==> src/rtl/rcpdm_pkg.sv <==
// ----------------------------------------------------------------------------
// RC pulse mixer package
// Types, constants and the mix clamp shared by the mixer modules.
// ----------------------------------------------------------------------------
package rcpdm_pkg;

    localparam int CNT_W        = 8;
    localparam int WIDTH_W      = 8;
    localparam int CAP_SAT      = 255;
    localparam int ADDR_W       = 4;

    localparam logic [WIDTH_W-1:0] RST_MIN    = 8'd125;
    localparam logic [WIDTH_W-1:0] RST_MAX    = 8'd250;
    localparam logic [WIDTH_W-1:0] RST_CENTER = 8'd188;

    typedef enum logic [1:0] {
        REG_PULSE_MIN    = 2'd0,
        REG_PULSE_MAX    = 2'd1,
        REG_PULSE_CENTER = 2'd2,
        REG_OUTPUTS_EN   = 2'd3
    } reg_idx_t;

    typedef struct packed {
        logic level_a;
        logic level_b;
    } in_item_t;

    typedef struct packed {
        logic               drive_a;
        logic               drive_b;
        logic [WIDTH_W-1:0] captured_a;
        logic [WIDTH_W-1:0] captured_b;
    } out_item_t;

    typedef struct packed {
        logic [WIDTH_W-1:0] pulse_min;
        logic [WIDTH_W-1:0] pulse_max;
        logic [WIDTH_W-1:0] pulse_center;
        logic               outputs_enabled;
    } cfg_t;

    function automatic logic [WIDTH_W-1:0] clamp_mix(
        input logic signed [WIDTH_W+2:0] v,
        input logic [WIDTH_W-1:0]        lo,
        input logic [WIDTH_W-1:0]        hi
    );
        logic signed [WIDTH_W+2:0] r;
        r = v;
        if (r > $signed({3'b000, hi})) begin
            r = $signed({3'b000, hi});
        end
        if (r < $signed({3'b000, lo})) begin
            r = $signed({3'b000, lo});
        end
        return r[WIDTH_W-1:0];
    endfunction

endpackage

==> src/rtl/rcpdm_engine.sv <==
// ----------------------------------------------------------------------------
// RC pulse mixer engine
// Per-channel timing state and the single-tick update of both channels.
// ----------------------------------------------------------------------------
module rcpdm_engine
    import rcpdm_pkg::*;
(
    input  logic      aclk,
    input  logic      aresetn,
    input  logic      step,
    input  in_item_t  item,
    input  cfg_t      cfg,
    output out_item_t result
);

    logic               act_reg  [2];
    logic               act_next [2];
    logic [CNT_W-1:0]   cnt_reg  [2];
    logic [CNT_W-1:0]   cnt_next [2];
    logic               run_reg  [2];
    logic               run_next [2];
    logic [WIDTH_W-1:0] cap_reg  [2];
    logic [WIDTH_W-1:0] cap_next [2];
    logic [WIDTH_W-1:0] cmp_reg  [2];
    logic [WIDTH_W-1:0] cmp_next [2];
    logic               drv_reg  [2];
    logic               drv_next [2];

    always_comb begin
        logic [CNT_W-1:0]          c;
        logic signed [WIDTH_W+2:0] d;
        logic [WIDTH_W-1:0]        mix [2];
        logic                      lvl [2];
        lvl[0] = item.level_a;
        lvl[1] = item.level_b;
        c      = '0;
        d      = '0;
        mix[0] = '0;
        mix[1] = '0;
        for (int ch = 0; ch < 2; ch++) begin
            act_next[ch] = act_reg[ch];
            cnt_next[ch] = cnt_reg[ch];
            run_next[ch] = run_reg[ch];
            cap_next[ch] = cap_reg[ch];
            cmp_next[ch] = cmp_reg[ch];
            drv_next[ch] = drv_reg[ch];
        end
        // advance running counters
        for (int ch = 0; ch < 2; ch++) begin
            if (step && run_reg[ch]) begin
                c            = cnt_reg[ch] + CNT_W'(1);
                cnt_next[ch] = c;
                if (c == CNT_W'(cmp_reg[ch])) begin
                    drv_next[ch] = 1'b0;
                end
                if (c == '0) begin
                    if (act_reg[ch]) begin
                        cap_next[ch] = cfg.pulse_max;
                    end
                    act_next[ch] = 1'b0;
                    drv_next[ch] = 1'b0;
                    run_next[ch] = 1'b0;
                end
            end
        end
        // check levels, A before B
        for (int ch = 0; ch < 2; ch++) begin
            d = $signed({3'b000, cap_next[1]}) - $signed({3'b000, cfg.pulse_center});
            mix[0] = clamp_mix($signed({3'b000, cap_next[0]}) + d,
                               cfg.pulse_min, cfg.pulse_max);
            mix[1] = clamp_mix($signed({3'b000, cap_next[0]}) - d,
                               cfg.pulse_min, cfg.pulse_max);
            if (step) begin
                if (!act_next[ch]) begin
                    if (lvl[ch]) begin
                        act_next[ch] = 1'b1;
                        cmp_next[ch] = mix[ch];
                        cnt_next[ch] = '0;
                        run_next[ch] = 1'b1;
                        if (cfg.outputs_enabled) begin
                            drv_next[ch] = 1'b1;
                        end
                    end
                end else if (!lvl[ch]) begin
                    act_next[ch] = 1'b0;
                    cap_next[ch] = (cnt_next[ch] > CNT_W'(CAP_SAT)) ?
                                   WIDTH_W'(CAP_SAT) : cnt_next[ch][WIDTH_W-1:0];
                end
            end
        end
    end

    always_ff @(posedge aclk) begin
        for (int ch = 0; ch < 2; ch++) begin
            if (!aresetn) begin
                act_reg[ch] <= 1'b0;
                cnt_reg[ch] <= '0;
                run_reg[ch] <= 1'b0;
                cap_reg[ch] <= RST_CENTER;
                cmp_reg[ch] <= RST_CENTER;
                drv_reg[ch] <= 1'b0;
            end else begin
                act_reg[ch] <= act_next[ch];
                cnt_reg[ch] <= cnt_next[ch];
                run_reg[ch] <= run_next[ch];
                cap_reg[ch] <= cap_next[ch];
                cmp_reg[ch] <= cmp_next[ch];
                drv_reg[ch] <= drv_next[ch];
            end
        end
    end

    assign result.drive_a    = drv_next[0];
    assign result.drive_b    = drv_next[1];
    assign result.captured_a = cap_next[0];
    assign result.captured_b = cap_next[1];

endmodule

==> src/rtl/rc_pulse_differential_mixer.sv <==
// ----------------------------------------------------------------------------
// RC pulse differential mixer
// Times two RC pulse inputs per tick and drives two mixed output pulses.
// ----------------------------------------------------------------------------
// Result path: an accepted item is registered in the input register, then in the result register;
// Throughput: 1 item per cycle while the result side does not stall; the single-tick channel update sets this figure.
// Reset: synchronous active-low aresetn clears handshake state and channel state,
// loads register defaults; captured and compare widths restart at 188.
module rc_pulse_differential_mixer
    import rcpdm_pkg::*;
(
    input  logic              aclk,
    input  logic              aresetn,
    input  logic              s_valid,
    output logic              s_ready,
    input  in_item_t          s_data,
    output logic              m_valid,
    input  logic              m_ready,
    output out_item_t         m_data,
    input  logic              psel,
    input  logic              penable,
    input  logic              pwrite,
    input  logic [ADDR_W-1:0] paddr,
    input  logic [31:0]       pwdata,
    output logic [31:0]       prdata,
    output logic              pready
);

    cfg_t      cfg_reg;
    in_item_t  in_reg;
    logic      in_valid_reg;
    out_item_t out_reg;
    logic      m_valid_reg;
    out_item_t result;
    logic      fire;
    reg_idx_t  idx;

    assign idx     = reg_idx_t'(paddr[3:2]);
    assign pready  = 1'b1;
    assign fire    = in_valid_reg && (!m_valid_reg || m_ready);
    assign s_ready = !in_valid_reg || fire;
    assign m_valid = m_valid_reg;
    assign m_data  = out_reg;

    always_ff @(posedge aclk) begin
        if (!aresetn) begin
            cfg_reg.pulse_min       <= RST_MIN;
            cfg_reg.pulse_max       <= RST_MAX;
            cfg_reg.pulse_center    <= RST_CENTER;
            cfg_reg.outputs_enabled <= 1'b0;
        end else if (psel && penable && pwrite) begin
            case (idx)
                REG_PULSE_MIN:    cfg_reg.pulse_min       <= pwdata[WIDTH_W-1:0];
                REG_PULSE_MAX:    cfg_reg.pulse_max       <= pwdata[WIDTH_W-1:0];
                REG_PULSE_CENTER: cfg_reg.pulse_center    <= pwdata[WIDTH_W-1:0];
                REG_OUTPUTS_EN:   cfg_reg.outputs_enabled <= pwdata[0];
                default: begin
                end
            endcase
        end
    end

    always_comb begin
        case (idx)
            REG_PULSE_MIN:    prdata = {24'd0, cfg_reg.pulse_min};
            REG_PULSE_MAX:    prdata = {24'd0, cfg_reg.pulse_max};
            REG_PULSE_CENTER: prdata = {24'd0, cfg_reg.pulse_center};
            REG_OUTPUTS_EN:   prdata = {31'd0, cfg_reg.outputs_enabled};
            default:          prdata = '0;
        endcase
    end

    always_ff @(posedge aclk) begin
        if (!aresetn) begin
            in_valid_reg <= 1'b0;
            m_valid_reg  <= 1'b0;
        end else begin
            if (s_valid && s_ready) begin
                in_valid_reg <= 1'b1;
            end else if (fire) begin
                in_valid_reg <= 1'b0;
            end
            if (fire) begin
                m_valid_reg <= 1'b1;
            end else if (m_ready) begin
                m_valid_reg <= 1'b0;
            end
        end
    end

    always_ff @(posedge aclk) begin
        if (s_valid && s_ready) begin
            in_reg <= s_data;
        end
        if (fire) begin
            out_reg <= result;
        end
    end

    rcpdm_engine u_engine (
        .aclk    (aclk),
        .aresetn (aresetn),
        .step    (fire),
        .item    (in_reg),
        .cfg     (cfg_reg),
        .result  (result)
    );

endmodule

==> config.mk <==
export PLATFORM = sky130hd
export DESIGN_NAME = rc_pulse_differential_mixer
export DESIGN_NICKNAME = d
export VERILOG_FILES = /design/src/rtl/rcpdm_pkg.sv /design/src/rtl/rcpdm_engine.sv /design/src/rtl/rc_pulse_differential_mixer.sv
export SDC_FILE = /design/constraint.sdc
export NUM_CORES = 1
export LEC_CHECK = 0
export ABC_CLOCK_PERIOD_IN_PS = 25800
export BUFFER_PORTS_ARGS = -buffer_cell sky130_fd_sc_hd__buf_2
export CORE_MARGIN = 4
export CORE_UTILIZATION = 58
export DETAILED_ROUTE_END_ITERATION = 10
export GPL_ROUTABILITY_DRIVEN = 0
export PLACE_DENSITY = 0.8
export SLEW_MARGIN = 20
export SYNTH_ARGS = -nofsm -noshare
export SYNTH_HDL_FRONTEND = slang
export SYNTH_SLANG_ARGS = --single-unit
==> constraint.sdc <==
create_clock -name aclk -period 25.8 [get_ports aclk]
set_input_delay 1.29 -clock aclk [delete_from_list [all_inputs] [get_ports aclk]]
set_output_delay 1.29 -clock aclk [all_outputs]
set_load 0.02 [all_outputs]
==> metrics, run 1 <==
Synth area leader dfxtp_1; R2R setup slack 16.66 ns; 1st-iter DRT viols 599; Num CTS Buffers 9; post-synthesis simple-gate area fraction 0.2034; largest net degree at the start of global routing 51; chip height 119.2 µm; Layout fillers 1054; Top delay family on crit path simple AND/OR/NAND/NOR gates; Distinct cells, synth 73; largest family of logic cells by synthesized area simple AND/OR/NAND/NOR gates; DR vias/cell 5.944; Overflow after GRT 0; Post-synth EDFFs 20; initial antenna violation count 0; Clk Latency, worst-skew pair 0.36 ns; ys flop type dfxtp_1; Layout Nets 987; status complete, no violations; total power per unit cell area 57.22 nW/µm²; instance area after placement 7388 µm²; Core Area 12060 µm²; I/O pin count 98; die width 119.2 µm; post-synthesis adder-cell area fraction 0.1044; number of global-route vias before repair 5785; antenna cell count 0; Die Area 14200 µm²; share of layout cells above drive strength 1 0.1102; Initial Util 0.5943; Syn Inst Count 859; Post-Layout Inst Area 7712 µm²; global-route wire length before repair 29460 µm; DP HPWL 13940 µm; post-synthesis compound-gate area fraction 0.1805; slowest cell on the critical path and2_1; hold-fix buffer count after cts 0; Worst Setup End Kind flop; Setup Viol. Count Final 0; Reg2Reg Launch Point u_engine.cnt_reg[1][0]; worst hold path class flop to flop; Fmax achieved 0.1050 GHz; worst slew pin tran 0.9336 ns; commonest non-fill, non-tap cell in the layout nand2_1; Seq/Total Area, Yosys 0.3100; post-layout minimum cycle time 9.520 ns; CP max stage delay 0.45 ns; setup bufs post-CTS 0; clk buf depth 2; Buf+Inv Stages, Crit Path 3; final setup TNS 0 ns; Cell Area, Synth 7168 µm²; routed via count 6283; Initial DRT Pass Iterations 5; Synth Area per Inst 8.345 µm²; Setup CP Type primary input to flop; RSZ-0062 raised after global routing no; #FFs+latches synth 101; Critical path origin m_ready; proportion of synthesized area in mux cells 0.07453; H-tree depth 3; max FFs per register 25; Arrival @ worst endpoint 9.71 ns; Synth top area share 0.2262; Required @ worst endpoint 25.99 ns; antenna viol nets, final 0; Total Routed Length 18390 µm; leakage power 3.165 nW; DR DRC count 0; CTS tree built; clk root buf clkbuf_16; critical path launch point type primary input; Util after Layout 0.6394; CTS Sinks 101; Port Buffers 46; final hold violations 0; hold_sp u_engine.act_reg[1]; Clock Pin Slew Worst Setup and Hold Paths 0.07 ns; Area Growth Syn to Fin 7.593%; most frequent cells in the layout 103 x nand2_1, 81 x dfxtp_1, 75 x nor2_1, 55 x ha_1, 53 x inv_1; synth top area cells dfxtp_1 23%, ha_1 9.6%, edfxtp_1 8.4%, nand2_1 5.4%, mux2i_1 4.5%; cts repair resizes 0; Yosys Warn Count 0; total track usage 0.2605; Synth async-reset ratio 0; top fanout value on the critical path 8; Row Count 40; worst vdd ir 41.48 µV; Final Cycle Share 0.3690; skew final 0.007112 ns; max-slew violations 0; Max Cap Violations 0; post-DR wirelength/cell 17.40 µm; Max-slew headroom 0.3776; xor/xnor share of the synthesized area 0.05254
[layout make-up]
type / count / area, µm² / area share
Sequential cell: 101 / 2222 / 0.2881
Clock buffer: 10 / 250.2 / 0.03245
Timing Repair Buffer: 49 / 252.7 / 0.03277
Inverter: 53 / 198.9 / 0.02579
Multi-Input combinational cell: 670 / 4509 / 0.5847
Tap cell: 168 / 210.2 / 0.02726
Clock inverter: 6 / 68.82 / 0.008923
[report_power, final]
group	internal, mW	total, mW	switching [mW]
combinational	0.0483	0.128	0.0802
sequential	0.165	0.169	0.00408
clock	0.0818	0.144	0.0618
[layer usage]
metal | vias up | track usage | wire (µm)
met5 | - | 0 | 0
met4 | 0 | 0.1130 | 617
met3 | 43 | 0.04748 | 1385
met2 | 259 | 0.4016 | 8156
met1 | 2930 | 0.3572 | 8229
li1 | 3051 | - | -
[cells by family after synthesis]
| logic type | count (synthesis) |
|---|---|
| flip-flops | 101 |
| AO/OA/AOI/OAI | 191 |
| other | 2 |
| adder cells (fa/ha/maj) | 58 |
| multiplexers | 50 |
| XOR/XNOR | 43 |
| buffers and inverters | 111 |
| AND/OR/NAND/NOR | 303 |
[cell usage after synthesis (4+ instances only)]
cell        n
nand2_1   103
dfxtp_1    81
nor2_1     75
ha_1       55
inv_1      53
a21oi_1    44
o21ai_0    35
mux2i_1    32
xnor2_1    30
buf_4      25
nand3_1    25
o211ai_1   24
clkbuf_1   22
edfxtp_1   20
o21a_1     20
nand2b_1   17
mux2_2     16
nand4_1    13
nor2b_1    13
xor2_1     13
nor3_1     11
and2_1     10
buf_2       8
nor4_1      8
o21ai_1     8
or3_1       8
o311ai_1    7
a21o_1      6
a211oi_1    4
a31oi_1     4
o31ai_1     4
[metrics by stage]
stage | power, mW | hold slack [ns] | setup slack (ns) | std cells
floorplan | 0.2721 | 0.4452 | 16.67 | 882
global placement | 0.2954 | 0.4608 | 16.26 | 1041
detailed placement | 0.2971 | 0.4657 | 16.07 | 1041
CTS | 0.4400 | 0.4772 | 16.42 | 1057
global route | 0.4634 | 0.5005 | 15.64 | 1057
finish | 0.4413 | 0.4842 | 16.28 | 1057
[final timing paths]
| path | end | cells past startpoint |
|---|---|---|
| max reg2reg | u_engine.cmp_reg[0][4] | 38 |
| min reg2reg | u_engine.act_reg[1] | 2 |
| min | u_engine.act_reg[1] | 2 |
| max | u_engine.cmp_reg[0][4] | 38 |
[tightest hold or removal path: stages (launching register included)]
cell and delay (ns):
dfxtp_1 0.33, nand2_1 0.06, a21oi_1 0.05
No activity file was read; power rests on OpenSTA's default activity.
==> run 2, diff against run 1 <==
- ABC_CLOCK_PERIOD_IN_PS: 25800 -> 9410
- clock period: 25.8 -> 9.41 ns (I/O delays scaled with it)
==> metrics, run 2 (synthesized netlist as in run 1, its figures left out) <==
total track usage 0.2676 (was 0.2605); clk root buf clkbuf_16 (unchanged); most used cell along the critical path ha_1; Total Routed Length 18980 µm (was 18390 µm); CTS Sinks 101 (unchanged); routed via count 6388 (was 6283); critical path launch point type flop (was primary input); die width 119.2 µm (unchanged); final hold violations 0 (unchanged); Initial Util 0.5943 (unchanged); worst vdd ir 108.7 µV (was 41.48 µV); commonest non-fill, non-tap cell in the layout nand2_1 (unchanged); max-slew violations 0 (unchanged); most frequent cells in the layout 103 x nand2_1, 81 x dfxtp_1, 75 x nor2_1, 55 x ha_1, 53 x inv_1 (unchanged); Die Area 14200 µm² (unchanged); number of global-route vias before repair 5839 (was 5785); DR vias/cell 6.021 (was 5.944); largest net degree at the start of global routing 51 (unchanged); Fmax achieved 0.1132 GHz; chip height 119.2 µm (unchanged); final setup TNS 0 ns (unchanged); CTS tree built (unchanged); antenna viol nets, final 0 (unchanged); total power per unit cell area 158.7 nW/µm² (was 57.22 nW/µm²); Clk Latency, worst-skew pair 0.36 ns (about the same); top fanout value on the critical path 10 (was 8); initial antenna violation count 0 (unchanged); Max-slew headroom 0.3471 (was 0.3776); Setup Viol. Count Final 0 (unchanged); global-route wire length before repair 30230 µm (was 29460 µm); Required @ worst endpoint 9.67 ns (was 25.99 ns); Post-Layout Inst Area 7757 µm² (was 7712 µm²); Core Area 12060 µm² (unchanged); skew final 0.007530 ns (was 0.007112 ns); I/O pin count 98 (unchanged); setup bufs post-CTS 0 (unchanged); hold-fix buffer count after cts 0 (unchanged); Num CTS Buffers 9 (unchanged); max FFs per register 25 (unchanged); slowest cell on the critical path dfxtp_1 (was and2_1); Final Cycle Share 0.9384; share of layout cells above drive strength 1 0.1165 (was 0.1102); Arrival @ worst endpoint 9.09 ns (was 9.71 ns); RSZ-0062 raised after global routing no (unchanged); leakage power 3.179 nW (was 3.165 nW); 1st-iter DRT viols 705 (was 599); Port Buffers 46 (unchanged); Hold Worst Slack 0.2962 ns (was 0.4842 ns); Layout Nets 991 (was 987); Worst Setup End Kind flop (unchanged); Clock Pin Slew Worst Setup and Hold Paths 0.07 ns (about the same); Max Cap Violations 0 (unchanged); Area Growth Syn to Fin 8.221% (was 7.593%); total chip power 1.231 mW (was 441.3 µW); DP HPWL 14350 µm (was 13940 µm); cts repair resizes 0 (unchanged); Overflow after GRT 0 (unchanged); antenna cell count 0 (unchanged); instance area after placement 7418 µm² (was 7388 µm²); clk buf depth 2 (unchanged); status complete, no violations (unchanged); worst hold path class primary input to flop (was flop to flop); H-tree depth 3 (unchanged); post-DR wirelength/cell 17.89 µm (was 17.40 µm); Setup CP Type flop to flop (was primary input to flop); Initial DRT Pass Iterations 5 (unchanged); Util after Layout 0.6432 (was 0.6394); DR DRC count 0 (unchanged); CP max stage delay 0.47 ns (was 0.45 ns); worst slew pin tran 0.9783 ns (was 0.9336 ns); post-layout minimum cycle time 8.830 ns; Row Count 40 (unchanged)
[run 2: critical path: cells and delay by family (launching register included)]
kind	cells	cell delay, ns
AO/OA/AOI/OAI	16	3.52
XOR/XNOR	1	0.32
adder cells (fa/ha/maj)	5	1.49
buffers and inverters	2	0.16
flip-flops	1	0.47
multiplexers	1	0.39
AND/OR/NAND/NOR	14	2.36
[run 2: per-stage QoR]
step	setup slack [ns]	std cells
after CTS	0.5703	1061
after global placement	0.7781	1045
after detailed placement	0.6199	1045
after floorplan	1.103	882
after global routing	0.06428	1061
final	0.5795	1061
[run 2: power by group]
part	internal (mW)	switching (mW)
Combinational	0.138	0.224
Clock	0.234	0.171
Sequential	0.453	0.0116
Total	0.824	0.407
[run 2: path summary, 6_finish.rpt]
check | startpoint | end | slack (ns) | cells past startpoint
min reg2reg | u_engine.cmp_reg[1][0] | u_engine.cmp_reg[1][0] | 0.47 | 2
max reg2reg | u_engine.cnt_reg[1][0] | u_engine.cmp_reg[1][4] | 0.58 | 39
max | u_engine.cnt_reg[1][0] | u_engine.cmp_reg[1][4] | 0.58 | 39
min | s_data[0] | in_reg[0] | 0.30 | 1
[run 2: final cells by class]
cell class              instances  area (µm²)
clock buffers                   9       225.2
clock inverters                 7       97.59
fillers                      1037        4304
inverters                      53       198.9
multi-input cells             670        4521
flip-flops and latches        101        2222
well taps                     168       210.2
repair buffers                 53       282.8
[run 2: per-layer routing]
layer | vias to the layer above | GRT usage | part of all wire
met5 | - | 0 | 0
met4 | 0 | 0.1202 | 0.039
met3 | 60 | 0.05033 | 0.073
met2 | 265 | 0.4165 | 0.45
met1 | 3001 | 0.3609 | 0.44
li1 | 3062 | - | -
==> run 3, diff against run 2 <==
- ABC_AREA: default -> 1
- PLACE_DENSITY: 0.8 -> 0.81
==> metrics, run 3 <==
slack of the critical path 1.552 ns (was 0.5795 ns); Max-slew headroom 0.3622 (was 0.3471); global-route wire length before repair 28520 µm (was 30230 µm); Arrival @ worst endpoint 8.10 ns (was 9.09 ns); Clk Latency, worst-skew pair 0.36 ns (about the same); total track usage 0.2525 (was 0.2676); CP max stage delay 0.40 ns (was 0.47 ns); chip height 117.9 µm (was 119.2 µm); Initial Util 0.6028 (was 0.5943); clk root buf clkbuf_16 (unchanged); Initial DRT Pass Iterations 7 (was 5); DP HPWL 13370 µm (was 14350 µm); skew final 0.01126 ns (was 0.007530 ns); clk buf depth 2 (unchanged); Clock power frac 0.290 (was 0.329); H-tree depth 3 (unchanged); synth top area cells dfxtp_1 23%, nand2_1 12%, ha_1 9.8%, edfxtp_1 8.6%, inv_1 7.3% (was dfxtp_1 23%, ha_1 9.6%, edfxtp_1 8.4%, nand2_1 5.4%, mux2i_1 4.5%); total power per unit cell area 172.1 nW/µm² (was 158.7 nW/µm²); top fanout value on the critical path 23 (was 10); slowest cell on the critical path ha_1 (was dfxtp_1); Num CTS Buffers 9 (unchanged); critical path launch point type flop (unchanged); Total Routed Length 17480 µm (was 18980 µm); cts repair resizes 0 (unchanged); Distinct cells, synth 49 (was 73); Reg2Reg Launch Point m_valid (was u_engine.cnt_reg[1][0]); Yosys Warn Count 0 (unchanged); Cell Area, Synth 7000 µm² (was 7168 µm²); Layout Nets 1100 (was 991); Flop pwr share 0.358 (was 0.377); leakage power 3.615 nW (was 3.179 nW); Row Count 39 (was 40); DR vias/cell 5.528 (was 6.021); Post-synth EDFFs 20 (unchanged); Syn Inst Count 956 (was 859); Required @ worst endpoint 9.65 ns (was 9.67 ns); Setup crit end u_engine.cmp_reg[0][7] (was u_engine.cmp_reg[1][4]); routed via count 6329 (was 6388); Max Cap Violations 0 (unchanged); largest net degree at the start of global routing 32 (was 51); initial antenna violation count 0 (unchanged); die width 117.9 µm (was 119.2 µm); DR DRC count 0 (unchanged); max FFs per register 25 (unchanged); Layout fillers 1062 (was 1037); Core Area 11610 µm² (was 12060 µm²); total chip power 1.297 mW (was 1.231 mW); reported net switching power 480.1 µW (was 406.7 µW); register area 2222 µm² (unchanged); most used cell along the critical path nand2_1 (was ha_1); final setup TNS 0 ns (unchanged); 1st-iter DRT viols 480 (was 705); Internal Power 816.7 µW (was 824.1 µW); worst r2r path cells 43 (was 39); #FFs+latches synth 101 (unchanged); worst slew pin tran 0.9532 ns (was 0.9783 ns); Final Cycle Share 0.8351 (was 0.9384); combinational share of power 0.352 (was 0.294); Worst R2R End u_engine.cmp_reg[0][7] (was u_engine.cmp_reg[1][4]); Port Buffers 46 (unchanged); number of global-route vias before repair 5841 (was 5839); hold_sp s_data[0] (unchanged); Overflow after GRT 0 (unchanged); Synth area leader dfxtp_1 (unchanged); setup bufs post-CTS 0 (unchanged); Synth async-reset ratio 0 (unchanged); Seq/Total Area, Yosys 0.3174 (was 0.3100); antenna viol nets, final 0 (unchanged); final hold violations 0 (unchanged); Critical path origin m_valid (was u_engine.cnt_reg[1][0]); most common library cells after synthesis 223 x nand2_1, 136 x inv_1, 81 x dfxtp_1 (was 103 x nand2_1, 81 x dfxtp_1, 75 x nor2_1); worst vdd ir 111.3 µV (was 108.7 µV); commonest non-fill, non-tap cell in the layout nand2_1 (unchanged); I/O pin count 98 (unchanged); Setup CP Type flop to flop (unchanged); R2R setup slack 1.55 ns (was 0.58 ns); max-slew violations 0 (unchanged); post-DR wirelength/cell 15.27 µm (was 17.89 µm); Synth top area share 0.2316 (was 0.2262); RSZ-0062 raised after global routing no (unchanged); ys flop type dfxtp_1 (unchanged); status complete, no violations (unchanged); Setup Viol. Count Final 0 (unchanged); Worst Setup End Kind flop (unchanged); multi-input logic area 4043 µm² (was 4521 µm²); most frequent cells in the layout 223 x nand2_1, 136 x inv_1, 81 x dfxtp_1, 67 x o21ai_0, 57 x a21oi_1 (was 103 x nand2_1, 81 x dfxtp_1, 75 x nor2_1, 55 x ha_1, 53 x inv_1); Die Area 13890 µm² (was 14200 µm²); post-layout minimum cycle time 7.858 ns (was 8.830 ns); CTS Sinks 101 (unchanged); share of layout cells above drive strength 1 0.1257 (was 0.1165); CTS tree built (unchanged); Synth Area per Inst 7.323 µm² (was 8.345 µm²); Area Growth Syn to Fin 7.650% (was 8.221%); antenna cell count 0 (unchanged); DP Worst Slack 1.429 ns (was 0.6199 ns); Clock Pin Slew Worst Setup and Hold Paths 0.07 ns (about the same); Fmax achieved 0.1273 GHz (was 0.1132 GHz); sw frac 0.3702 (was 0.3304); count leader, synth nand2_1 (unchanged); worst hold path class primary input to flop (unchanged); hold-fix buffer count after cts 0 (unchanged)
run 3: layout make-up:
type                       instances  area share
clock buffer                      11     0.03088
clock inverter                     5    0.007969
inverter                         147     0.07355
multi-input combinational        690      0.5364
sequential                       101      0.2949
tap                              143     0.02374
timing repair buffer              48     0.03254
run 3: worst max-delay path: cells and delay by family, from the launching register on:
| family | cells | cell delay [ns] |
|---|---|---|
| AOI/OAI and AO/OA | 11 | 2.14 |
| xor gates and xnor gates | 1 | 0.40 |
| adders and majority gates | 4 | 1.34 |
| buffers and inverters | 7 | 0.96 |
| DFF | 1 | 0.32 |
| and+or+nand+nor | 20 | 2.58 |
run 3: worst min-delay path by stage:
stage                                   to  slack [ns]  depth (start not counted)
floorplan           u_engine.cmp_reg[0][1]        0.43                          2
global placement    u_engine.cmp_reg[0][1]        0.44                          2
detailed placement  u_engine.cmp_reg[0][1]        0.45                          2
CTS                              in_reg[0]        0.28                          1
global route                     in_reg[0]        0.28                          1
finish                           in_reg[0]        0.29                          1
run 3: power by group through the flow:
stage | logic [mW] | registers (mW) | clock network (mW)
3_3_place_gp | 0.430 | 0.474 | 0
5_1_grt | 0.513 | 0.466 | 0.398
3_5_place_dp | 0.443 | 0.475 | 0
6_report | 0.456 | 0.465 | 0.376
4_1_cts | 0.447 | 0.465 | 0.381
2_1_floorplan | 0.360 | 0.475 | 0
run 3: kinds of logic (layout without fill, tap and decap cells):
group	count (synthesis)	count (layout)	synth area share
other	2	25	0.001073
AO/OA/AOI/OAI	178	178	0.1473
flip-flops	101	101	0.3174
adder cells (fa/ha/maj)	58	58	0.1069
buffers and inverters	188	211	0.1174
XOR/XNOR	28	28	0.03610
AND/OR/NAND/NOR	401	401	0.2738
run 3: stage by stage:
stage / cell area (µm²) / cells / hold WS (ns) / utilization
floorplan: 7087 / 979 / 0.4261 / -
global placement: 7243 / 1129 / 0.4393 / 0.6237
detailed placement: 7243 / 1129 / 0.4500 / 0.6237
CTS: 7536 / 1145 / 0.2829 / 0.6489
global route: 7536 / 1145 / 0.2821 / 0.6489
finish: 7536 / 1145 / 0.2917 / 0.6489
run 3: metal layers:
metal,vias to the layer above,GRT usage,wire (µm)
met5,-,0,0
met4,0,0.1026,613
met3,47,0.06439,1303
met2,206,0.3992,7858
met1,2898,0.3298,7704
li1,3178,-,-
